==> src/hw/rtl/msq_pkg.sv <==
// Shared constants, item types and state encoding for the motion sequence queue.
package msq_pkg;

  localparam int QUEUE_DEPTH = 16;
  localparam int QIDX_W      = (QUEUE_DEPTH > 1) ? $clog2(QUEUE_DEPTH) : 1;
  localparam int QCNT_W      = $clog2(QUEUE_DEPTH + 1);

  // One queue entry: delay-only flag and a 32-bit value that is the delay of
  // a delay entry or the target of a move.
  localparam int ENTRY_W = 33;

  localparam logic [2:0] REQ_TICK   = 3'd0;
  localparam logic [2:0] REQ_LOAD   = 3'd1;
  localparam logic [2:0] REQ_PAUSE  = 3'd2;
  localparam logic [2:0] REQ_RESUME = 3'd3;
  localparam logic [2:0] REQ_RESET  = 3'd4;
  localparam logic [2:0] REQ_ZERO   = 3'd5;

  localparam logic [2:0] EV_DELAYING  = 3'd0;
  localparam logic [2:0] EV_MOVING    = 3'd1;
  localparam logic [2:0] EV_COMPLETED = 3'd2;
  localparam logic [2:0] EV_PAUSED    = 3'd3;
  localparam logic [2:0] EV_RESUMED   = 3'd4;
  localparam logic [2:0] EV_RESET     = 3'd5;
  localparam logic [2:0] EV_ZERO      = 3'd6;

  localparam logic REG_OWN_ID    = 1'b0;
  localparam logic REG_SPEED_LIM = 1'b1;

  typedef struct packed {
    logic [2:0]         req_type;
    logic [7:0]         dest_id;
    logic               broadcast;
    logic               motor_idle;
    logic               entry_first;
    logic               entry_last;
    logic               entry_is_delay;
    logic signed [31:0] entry_position;
    logic [31:0]        entry_delay;
  } msq_req_t;

  typedef struct packed {
    logic [2:0]         event_res;
    logic signed [31:0] target_position;
    logic [15:0]        target_speed;
    logic               stop_motor;
    logic               home_motor;
    logic [7:0]         source_id;
  } msq_res_t;

  typedef enum logic [2:0] {
    ST_IDLE,
    ST_DECODE,
    ST_TICK,
    ST_SCAN,
    ST_EVAL,
    ST_EMIT
  } msq_state_t;

endpackage

==> src/hw/rtl/motion_sequence_queue.sv <==
// Stepper axis sequencer: entry queue, command decoder and tick-driven step sequencer.
//
// Usage: commands and millisecond ticks arrive as items on the in_ channel
// (in_valid / in_stall); feedback leaves as items on the out_ channel
// (out_valid / out_stall). Two registers, own_id and the speed limit, are
// written over the cfg_ port, which is always ready; write them only while idle.
//
// Each input item is worked on alone by a small sequencer around one queue
// memory with a registered read port. Starting an entry addresses and then
// evaluates each entry looked at (SCAN, then EVAL) and ends with the result
// (EMIT); at worst the walk covers the whole queue.
//
// A finished result sits in an output register, so the next item is taken
// while the receiver stalls; a second result holds the sequencer until the
// output register is free. Reset (rst_n low, synchronous) empties the queue,
// clears pause, delay and completion state and restores own_id to 1 and the
// speed limit to 1000; queue memory is not cleared, as only written entries are read.
module motion_sequence_queue import msq_pkg::*; (
  input  logic     clk,
  input  logic     rst_n,
  input  logic     in_valid,
  output logic     in_stall,
  input  msq_req_t in_data,
  output logic     out_valid,
  input  logic     out_stall,
  output msq_res_t out_data,
  input  logic     cfg_valid,
  output logic     cfg_ready,
  input  logic     cfg_index,
  input  logic [15:0] cfg_wdata
);

  msq_state_t state_r, state_nxt;

  // Configuration registers.
  logic [7:0]  own_id_r;
  logic [15:0] speed_lim_r;

  // Sequencer state.
  logic [QCNT_W-1:0] entry_count_r, entry_count_nxt;
  logic [QCNT_W-1:0] cur_idx_r, cur_idx_nxt;
  logic              paused_r, paused_nxt;
  logic              delaying_r, delaying_nxt;
  logic              compl_r, compl_nxt;
  logic [31:0]       elapsed_r, elapsed_nxt;

  // Latched item and pending result.
  msq_req_t item_r;
  msq_res_t res_r, res_nxt;

  logic     out_valid_r;
  msq_res_t out_data_r;

  // Queue memory.
  logic               ram_we;
  logic [QIDX_W-1:0]  ram_waddr;
  logic [ENTRY_W-1:0] ram_wdata;
  logic [ENTRY_W-1:0] ram_rdata;

  msq_ram #(
    .WIDTH(ENTRY_W),
    .DEPTH(QUEUE_DEPTH)
  ) u_queue (
    .clk  (clk),
    .we   (ram_we),
    .waddr(ram_waddr),
    .wdata(ram_wdata),
    .raddr(cur_idx_r[QIDX_W-1:0]),
    .rdata(ram_rdata)
  );

  // Decode of the latched item.
  logic is_tick, cmd_ok, is_load;
  assign is_tick = (item_r.req_type == REQ_TICK);
  assign is_load = (item_r.req_type == REQ_LOAD);
  assign cmd_ok  = (item_r.req_type != REQ_TICK) && (item_r.req_type <= REQ_ZERO) &&
                   (item_r.broadcast || (item_r.dest_id == own_id_r));

  // Load path: the first flag restarts the queue before the append.
  logic [QCNT_W-1:0] wr_cnt, cnt_after;
  assign wr_cnt    = item_r.entry_first ? '0 : entry_count_r;
  assign ram_we    = (state_r == ST_DECODE) && cmd_ok && is_load &&
                     (wr_cnt < QCNT_W'(QUEUE_DEPTH));
  assign ram_waddr = wr_cnt[QIDX_W-1:0];
  assign ram_wdata = item_r.entry_is_delay ? {1'b1, item_r.entry_delay}
                                           : {1'b0, item_r.entry_position};
  assign cnt_after = ram_we ? wr_cnt + QCNT_W'(1) : wr_cnt;

  // Entry read from the queue at the current index.
  logic        ent_donly;
  logic [31:0] ent_delay;
  logic [31:0] ent_pos;
  assign ent_donly = ram_rdata[ENTRY_W-1];
  assign ent_delay = ent_donly ? ram_rdata[31:0] : '0;
  assign ent_pos   = ent_donly ? '0 : ram_rdata[31:0];

  // Delay timing: the elapsed count saturates.
  logic [31:0] elapsed_inc;
  logic        expired;
  assign elapsed_inc = (elapsed_r == '1) ? elapsed_r : elapsed_r + 32'd1;
  assign expired     = (elapsed_inc >= ent_delay);

  logic              idx_in_range;
  logic [QCNT_W:0]   idx_plus1;
  logic              has_next, at_last;
  assign idx_in_range = (cur_idx_r < entry_count_r);
  assign idx_plus1    = {1'b0, cur_idx_r} + (QCNT_W + 1)'(1);
  assign has_next     = (idx_plus1 < {1'b0, entry_count_r});
  assign at_last      = (idx_plus1 == {1'b0, entry_count_r});

  logic run_step;
  assign run_step = item_r.motor_idle && !paused_r;

  logic out_free;
  assign out_free = !out_valid_r || !out_stall;

  // Next state.
  always_comb begin
    state_nxt = state_r;
    unique case (state_r)
      ST_IDLE: begin
        if (in_valid) begin
          state_nxt = ST_DECODE;
        end
      end
      ST_DECODE: begin
        if (is_tick) begin
          state_nxt = (entry_count_r == '0) ? ST_IDLE : ST_TICK;
        end else if (!cmd_ok) begin
          state_nxt = ST_IDLE;
        end else if (is_load) begin
          state_nxt = (item_r.entry_last && (cnt_after != '0)) ? ST_SCAN : ST_IDLE;
        end else begin
          state_nxt = ST_EMIT;
        end
      end
      ST_TICK: begin
        if (delaying_r) begin
          if (expired) begin
            state_nxt = ent_donly ? ST_SCAN : ST_EMIT;
          end else begin
            state_nxt = ST_IDLE;
          end
        end else if (run_step && has_next) begin
          state_nxt = ST_SCAN;
        end else if (run_step && at_last && !compl_r) begin
          state_nxt = ST_EMIT;
        end else begin
          state_nxt = ST_IDLE;
        end
      end
      ST_SCAN: begin
        state_nxt = idx_in_range ? ST_EVAL : ST_IDLE;
      end
      ST_EVAL: begin
        if (ent_delay == '0 && ent_donly) begin
          state_nxt = ST_SCAN;
        end else begin
          state_nxt = ST_EMIT;
        end
      end
      ST_EMIT: begin
        if (out_free) begin
          state_nxt = ST_IDLE;
        end
      end
      default: state_nxt = ST_IDLE;
    endcase
  end

  // Sequencer state updates and result formation.
  always_comb begin
    entry_count_nxt = entry_count_r;
    cur_idx_nxt     = cur_idx_r;
    paused_nxt      = paused_r;
    delaying_nxt    = delaying_r;
    compl_nxt       = compl_r;
    elapsed_nxt     = elapsed_r;
    res_nxt         = res_r;
    unique case (state_r)
      ST_DECODE: begin
        res_nxt           = '0;
        res_nxt.source_id = own_id_r;
        if (cmd_ok) begin
          case (item_r.req_type)
            REQ_LOAD: begin
              entry_count_nxt = cnt_after;
              if (item_r.entry_first) begin
                cur_idx_nxt = '0;
              end
              if (item_r.entry_last) begin
                compl_nxt = 1'b0;
              end
            end
            REQ_PAUSE: begin
              paused_nxt        = 1'b1;
              res_nxt.event_res = EV_PAUSED;
            end
            REQ_RESUME: begin
              paused_nxt        = 1'b0;
              res_nxt.event_res = EV_RESUMED;
            end
            REQ_RESET, REQ_ZERO: begin
              paused_nxt         = 1'b0;
              delaying_nxt       = 1'b0;
              entry_count_nxt    = '0;
              cur_idx_nxt        = '0;
              res_nxt.event_res  = (item_r.req_type == REQ_RESET) ? EV_RESET : EV_ZERO;
              res_nxt.stop_motor = (item_r.req_type == REQ_RESET);
              res_nxt.home_motor = (item_r.req_type == REQ_ZERO);
            end
            default: ;
          endcase
        end
      end
      ST_TICK: begin
        if (delaying_r) begin
          elapsed_nxt = elapsed_inc;
          if (expired) begin
            delaying_nxt = 1'b0;
            if (ent_donly) begin
              cur_idx_nxt = idx_plus1[QCNT_W-1:0];
            end else begin
              res_nxt.event_res       = EV_MOVING;
              res_nxt.target_position = ent_pos;
              res_nxt.target_speed    = speed_lim_r;
            end
          end
        end else if (run_step && has_next) begin
          cur_idx_nxt = idx_plus1[QCNT_W-1:0];
        end else if (run_step && at_last && !compl_r) begin
          compl_nxt         = 1'b1;
          res_nxt.event_res = EV_COMPLETED;
        end
      end
      ST_EVAL: begin
        if (ent_delay != '0) begin
          delaying_nxt      = 1'b1;
          elapsed_nxt       = '0;
          res_nxt.event_res = EV_DELAYING;
        end else if (ent_donly) begin
          cur_idx_nxt = idx_plus1[QCNT_W-1:0];
        end else begin
          res_nxt.event_res       = EV_MOVING;
          res_nxt.target_position = ent_pos;
          res_nxt.target_speed    = speed_lim_r;
        end
      end
      ST_IDLE, ST_SCAN, ST_EMIT: ;
      default: ;
    endcase
  end

  always_ff @(posedge clk) begin
    if (!rst_n) begin
      state_r       <= ST_IDLE;
      own_id_r      <= 8'd1;
      speed_lim_r   <= 16'd1000;
      entry_count_r <= '0;
      cur_idx_r     <= '0;
      paused_r      <= 1'b0;
      delaying_r    <= 1'b0;
      compl_r       <= 1'b0;
      elapsed_r     <= '0;
      out_valid_r   <= 1'b0;
    end else begin
      state_r       <= state_nxt;
      entry_count_r <= entry_count_nxt;
      cur_idx_r     <= cur_idx_nxt;
      paused_r      <= paused_nxt;
      delaying_r    <= delaying_nxt;
      compl_r       <= compl_nxt;
      elapsed_r     <= elapsed_nxt;
      if (cfg_valid) begin
        unique case (cfg_index)
          REG_OWN_ID:    own_id_r    <= cfg_wdata[7:0];
          REG_SPEED_LIM: speed_lim_r <= cfg_wdata;
          default: ;
        endcase
      end
      if (state_r == ST_EMIT && out_free) begin
        out_valid_r <= 1'b1;
      end else if (!out_stall) begin
        out_valid_r <= 1'b0;
      end
    end
  end

  // Payload registers.
  always_ff @(posedge clk) begin
    if (state_r == ST_IDLE && in_valid) begin
      item_r <= in_data;
    end
    res_r <= res_nxt;
    if (state_r == ST_EMIT && out_free) begin
      out_data_r <= res_r;
    end
  end

  assign in_stall  = (state_r != ST_IDLE);
  assign cfg_ready = 1'b1;
  assign out_valid = out_valid_r;
  assign out_data  = out_data_r;

endmodule

==> src/hw/rtl/msq_ram.sv <==
// Generic single-port-write, single-port-read RAM with registered read data.
module msq_ram #(
  parameter int WIDTH = 8,
  parameter int DEPTH = 16,
  parameter int ADDR_W = (DEPTH > 1) ? $clog2(DEPTH) : 1
) (
  input  logic              clk,
  input  logic              we,
  input  logic [ADDR_W-1:0] waddr,
  input  logic [WIDTH-1:0]  wdata,
  input  logic [ADDR_W-1:0] raddr,
  output logic [WIDTH-1:0]  rdata
);

  logic [WIDTH-1:0] mem [DEPTH];

  always_ff @(posedge clk) begin
    if (we) begin
      mem[waddr] <= wdata;
    end
    rdata <= mem[raddr];
  end

endmodule

==> config.mk <==
export PLATFORM = sky130hd
export DESIGN_NAME = motion_sequence_queue
export DESIGN_NICKNAME = d
export VERILOG_FILES = /design/src/hw/rtl/msq_pkg.sv /design/src/hw/rtl/motion_sequence_queue.sv /design/src/hw/rtl/msq_ram.sv
export SDC_FILE = /design/constraint.sdc
export NUM_CORES = 1
export LEC_CHECK = 0
export BUFFER_PORTS_ARGS = -buffer_cell sky130_fd_sc_hd__buf_2
export CAP_MARGIN = 15
export CORE_AREA = 4 4 235 260
export CTS_BUF_LIST = sky130_fd_sc_hd__clkbuf_8
export DETAILED_ROUTE_END_ITERATION = 8
export DIE_AREA = 0 0 239 264
export PLACE_DENSITY = 0.82
export SYNTH_ARGS = -nofsm -noshare
export SYNTH_HDL_FRONTEND = slang
export SYNTH_SLANG_ARGS = --single-unit
==> constraint.sdc <==
create_clock -name clk -period 12.5 [get_ports clk]
set_input_delay 2.5 -clock clk [delete_from_list [all_inputs] [get_ports clk]]
set_output_delay 2.5 -clock clk [all_outputs]
set_load 0.03 [all_outputs]
---- Word level (Yosys, flattened, before mapping) ----
Memories as Yosys holds them, arrays and structs flattened. A register that Yosys moved wholly into a read port is not among the register bits.
Cells that the tools add are included.
word-level totals
  output and inout bits ................... 64
  memories ................................ 1
  bits in registers ....................... 275
  RAM bits ................................ 528
  word-level logic and storage cells ...... 183
  input bits .............................. 102
memories
  memory       words  width  read ports  clocked after Yosys merged registers in  wr ports  RTL line       source
  u_queue.mem  16     33     1           1                                        1         msq_ram.sv:15  logic [WIDTH-1:0] mem [DEPTH];
operators by class
  reductions and logical operators ........ 46
  eq/ne operators ......................... 33
  $add $sub $neg .......................... 3
  bitwise logic cells ..................... 1
  $lt $le $gt $ge ......................... 5
  multiplexer cells ....................... 63
operators with widths
  cell                   count
  $pmux 51 s3            1
  $mux 32                4
  $mux 51                2
  $mux 48                2
  $pmux 32 s2            1
  $mux 3                 17
  $mux 5                 9
  $mux 33                1
  $add 32x1->32 const B  1
  $eq 32x32->1 const B   1
  $ge 32x32->1           1
  $logic_not 32->1       1
  $reduce_bool 32->1     1
  $ne 2x2->1 const B     12
  $pmux 5 s2             2
  $pmux 3 s6             1
  $mux 1                 15
  $ne 3x3->1 const B     5
  $pmux 5 s3             1
  $reduce_and 7->1       2
  $logic_and 1x1->1      13
  $eq 3x2->1 const B     4
  $eq 3x3->1 const B     4
  $reduce_and 4->1       3
  27 further kinds       47

---- Depth between registers and ports, before layout ----
  word-level depth ........................ 14
  depth in mapped cells ................... 19
  gate-level depth less buffers ........... 15

---- By module ----
A second synthesis with hierarchy kept.
second synthesis, totals
  cells, all modules ...................... 1928
  area, all modules ....................... 33123.0 µm²
modules (own cells, without submodules)
  module                 area an instance (µm²)  cells an instance  sequential area each (µm²)  instances
  msq_ram                20629.8                 864                16515.8                     1
  motion_sequence_queue  12493.2                 1064               7527.2                      1

---- Worst setup path before layout ----
OpenSTA, ideal clock, no wires.
  kind .................................... input -> register
  start ................................... input port in_valid
  end ..................................... register item_r[0] (netlist name) (enable)
  cell stages on the path ................. 2
  path slack .............................. 6132 ps
  buffers on the path ..................... 0
  setup time .............................. 519 ps
  data arrival time ....................... 5849 ps
  required time ........................... 11981 ps
  path through ............................ inv_1 -> nor2_1
between the ends
  longest elaborated chain between the ends .. 1
ends and longest elaborated chain
  item                  RTL line                      source
  start, declared       motion_sequence_queue.sv:21   input logic in_valid,
  $logic_and 1x1->1     motion_sequence_queue.sv:291  if (state_r == ST_IDLE && in_valid) begin
  end signal, assigned  motion_sequence_queue.sv:292  item_r <= in_data;
  end, declared         motion_sequence_queue.sv:48   msq_req_t item_r;
No other way between the ends.
A chain may end at the register's enable or synchronous reset.

---- Worst setup path after layout ----
  start ................................... register elapsed_r[24]
  end ..................................... register res_r[19] (netlist name) (enable)
between the ends
  longest elaborated chain between the ends .. 5
  elaborated cells on any way between the ends .. 6
  those cells by class .................... 1 x add/sub; 1 x order compare; 2 x eq/ne; 1 x mux; 1 x reduce/logical
ends and longest elaborated chain
  item                                           RTL line                      source
  start, declared                                motion_sequence_queue.sv:45   logic [31:0] elapsed_r, elapsed_nxt;
  start signal, assigned                         motion_sequence_queue.sv:273  elapsed_r <= elapsed_nxt;
  $add 32x1->32 or $eq 32x32->1 (tied branches)  motion_sequence_queue.sv:100  assign elapsed_inc = (elapsed_r == '1) ? elapsed_r : elapsed_r + 32'd1;
  $mux 32 (*)                                    motion_sequence_queue.sv:100
  $ge 32x32->1 (*)                               motion_sequence_queue.sv:101  assign expired = (elapsed_inc >= ent_delay);
  $ne 2x2->1 (no source line) (*)                n/a
  $reduce_and 4->1 (no source line) (*)          n/a
  end signal, assigned                           motion_sequence_queue.sv:294  res_r <= res_nxt;
  end, declared                                  motion_sequence_queue.sv:49   msq_res_t res_r, res_nxt;
Mark *: on every way between the ends. The rest lies on a longest branch, timed or not.

==> metrics.txt <==
Net Switching=1.18 mW; type of the worst setup path=reg2reg; initial antenna violation count=1; remaining antenna violation count=0; Power Density=147 nW/um^2; gpl congestion=0.899; Area contributors post-synth=edfxtp_1 (66%), mux4_2 (11%), dfxtp_1 (6.4%); Synth area leader=edfxtp_1; Yosys warnings=0; Max H-tree Level=4; worst endpoint required time=12.88 ns; Leak=12.5 nW; met1 wire length=27000 um; Fin Clk Skew=~0.041 ns; Routed WL=72100 um; post-synth top area share=0.663; Int Power=approximately 4.3 mW; dominant synthesized flop cell=edfxtp_1; clock period minus worst slack=5.22 ns; Post-synth ARST share=0; violation count after the first detailed-route iteration=1835; HP Start=res_r[9]; Post-synth top cells=edfxtp_1 (730), mux4_2 (165), nand2_1 (141); Mapped Cells=1857; met2 routed WL=~38000 um; Yosys cell types=75; first-pass GRT wire length=roughly 110000 um; Die Span X=around 240 um; Worst R2R Path Depth=15; vias in the first global route=18700; post-cts sizing count=0; Flop pwr share=0.574; nets=2237; sequential area share after synthesis=0.727; Crit. End Element=register; f_max=around 0.19 GHz; Post-CTS Setup Inserts=0; share of cells above drive strength 1=0.272; Post-CTS Hold Fix Bufs=0; CTS buffer count=130; CTS tree=done; Top-Level Pins=roughly 170; Global Route Usage Sum=0.229; synthesized area per cell=17.8 um^2; Cells after DPL=2715; WHS Endpoint=out_data[9]; Worst-Skew Late Latency=0.78 ns; Detailed Place HPWL=between 40000 and 50000 um; Clock Sinks=836; Final setup viols=0; Reg2Reg Launch Point=elapsed_r[24]; Worst EP arrival=roughly 5.6 ns; Worst Tran Pin Value=between 0.9 and 1 ns; crit path launch type=register; Max transition margin=0.366; Hold Crit Depth=0; Layout area overhead=12.7%; CP Max Fanout=48; RSZ-0062 raised after global routing=no; Highest Signal Layer=met4; clock transition at the registers of the reported paths=0.06 ns; total grt overflow=0; outcome=complete, no violations; Via density=around 6.1; Max clock buf depth=3; non-filler cells, final=about 2900; core area=58300 um^2; largest net degree at the start of global routing=66; Max IR drop VDD=0.0959 mV; synthesized flop and latch total=836; Wirelength per Cell=roughly 24 um; syn_nets=2007; die area=63100 um^2; Final Hold Violating Endpoints=0; routed via count=18000; max cap viols=0; DR WL met3=5290 um; Die Y=264 um; Switching Share=0.215; row cnt=93; reg2reg end=res_r[19]; # port buffers=164; Slew Limit Fails=0; Hold WC Path Type=reg2reg; number of flops mapped to enable cells by yosys=730; flop2flop setup slack=7.28 ns; DR DRC count=0; fin crit share=0.417; Setup TNS=0 ns; most common cell in the synthesized netlist=edfxtp_1; Starting Density=0.567; Mapped Area=33100 um^2; Clk Tree Root Cell=clkbuf_8; DRT Pass-1 Iters=5; Comb pwr share=0.033; clock network power share=0.393
==> metrics by stage <==
stage / util / hold WS [ns] / setup WS, ns / instance area (um^2) / total power [mW]
2_1_floorplan: - / 0.400 / 6.13 / 33100 / 3.32
3_3_place_gp: 0.597 / 0.403 / 7.49 / 34800 / 3.38
3_5_place_dp: 0.597 / 0.407 / 7.41 / 34800 / 3.39
4_1_cts: 0.639 / 0.429 / 7.37 / 37300 / 5.54
5_1_grt: 0.639 / 0.427 / 6.88 / 37300 / 5.70
6_report: 0.639 / 0.424 / 7.28 / 37300 / 5.49
==> worst max-delay path, stage by stage, from the launching register on <==
cell and delay, ns:
dfxtp_1 0.44, nand4_1 0.18, nor3_1 0.55, nand4_1 0.54, nand2_1 0.33, nor3_1 0.11
xor2_1 0.15, ha_1 0.33, nand4_2 0.12, or4_1 0.56, o41ai_1 0.27, o311ai_1 0.25
nand2_1 0.24, a21oi_1 0.13, nor2_4 0.10, buf_4 0.50
==> cells by family after synthesis <==
logic type	share of synthesized area
mux	0.138
flops	0.727
compound gates	0.0355
xor+xnor	0.0114
simple gates	0.0542
fa+ha+maj	0.0182
buf+inv	0.0159
other cells	0.000113
==> worst max path at each step <==
stage                       start        end  slack (ns)  cells after the start
floorplan                in_valid  item_r[0]        6.13                      2
global placement    elapsed_r[24]  res_r[35]        7.49                     15
detailed placement  elapsed_r[24]  res_r[36]        7.41                     15
CTS                 elapsed_r[24]  res_r[21]        7.37                     15
global route        elapsed_r[24]  res_r[50]        6.88                     15
finish              elapsed_r[24]  res_r[19]        7.28                     15
==> final cells by class <==
cell class / instances / area (um^2)
timing repair buffer: 195 / 1050
multi-input combinational: 900 / 8660
clock buffer: 142 / 1950
sequential: 836 / 24100
clock inverter: 90 / 505
tap: 760 / 951
antenna: 1 / 2.50
inverter: 24 / 90.1
fill: 3783 / 21000
==> state kept, by name (all words and copies together), names as in the netlist <==
name,count
entry_count_r,5
state_r,3
u_queue.mem,528
delaying_r,1
out_data,61
compl_r,1
out_valid,1
speed_lim_r,16
cur_idx_r,5
elapsed_r,32
own_id_r,8
u_queue.rdata,33
paused_r,1
item_r,80
res_r,61
==> routing by layer <==
metal | GRT usage | up-vias
met4 | 0.0903 | 0
met3 | 0.0432 | 162
met1 | 0.295 | 9118
met5 | 0 | -
met2 | 0.389 | 870
li1 | - | 7833
==> cells in the final DEF (no fill, tap or decap), types with 7 or more instances in the layout <==
cell,n
edfxtp_1,730
mux4_2,165
buf_2,164
clkbuf_8,142
nand2_1,141
dfxtp_1,101
nor2_1,94
a21oi_1,64
inv_1,63
mux2i_1,48
ha_1,48
mux2_2,32
buf_4,31
xnor2_1,29
clkinv_1,29
nand3_1,27
o21ai_0,27
nor2_4,19
nand4_1,17
nor3_1,17
xor2_1,14
nor4_1,12
a21o_1,10
or3_1,9
a31oi_1,9
o31ai_1,9
nor2b_1,8
and3_1,8
clkinv_2,7
==> power groups by stage <==
stage          sequential, mW  clock, mW  combinational [mW]
5_1_grt                  3.16       2.34               0.200
3_5_place_dp             3.21          0               0.181
3_3_place_gp             3.21          0               0.169
2_1_floorplan            3.21          0               0.113
4_1_cts                  3.15       2.21               0.182
6_report                 3.15       2.16               0.182
(Power assumes the default switching activity.)
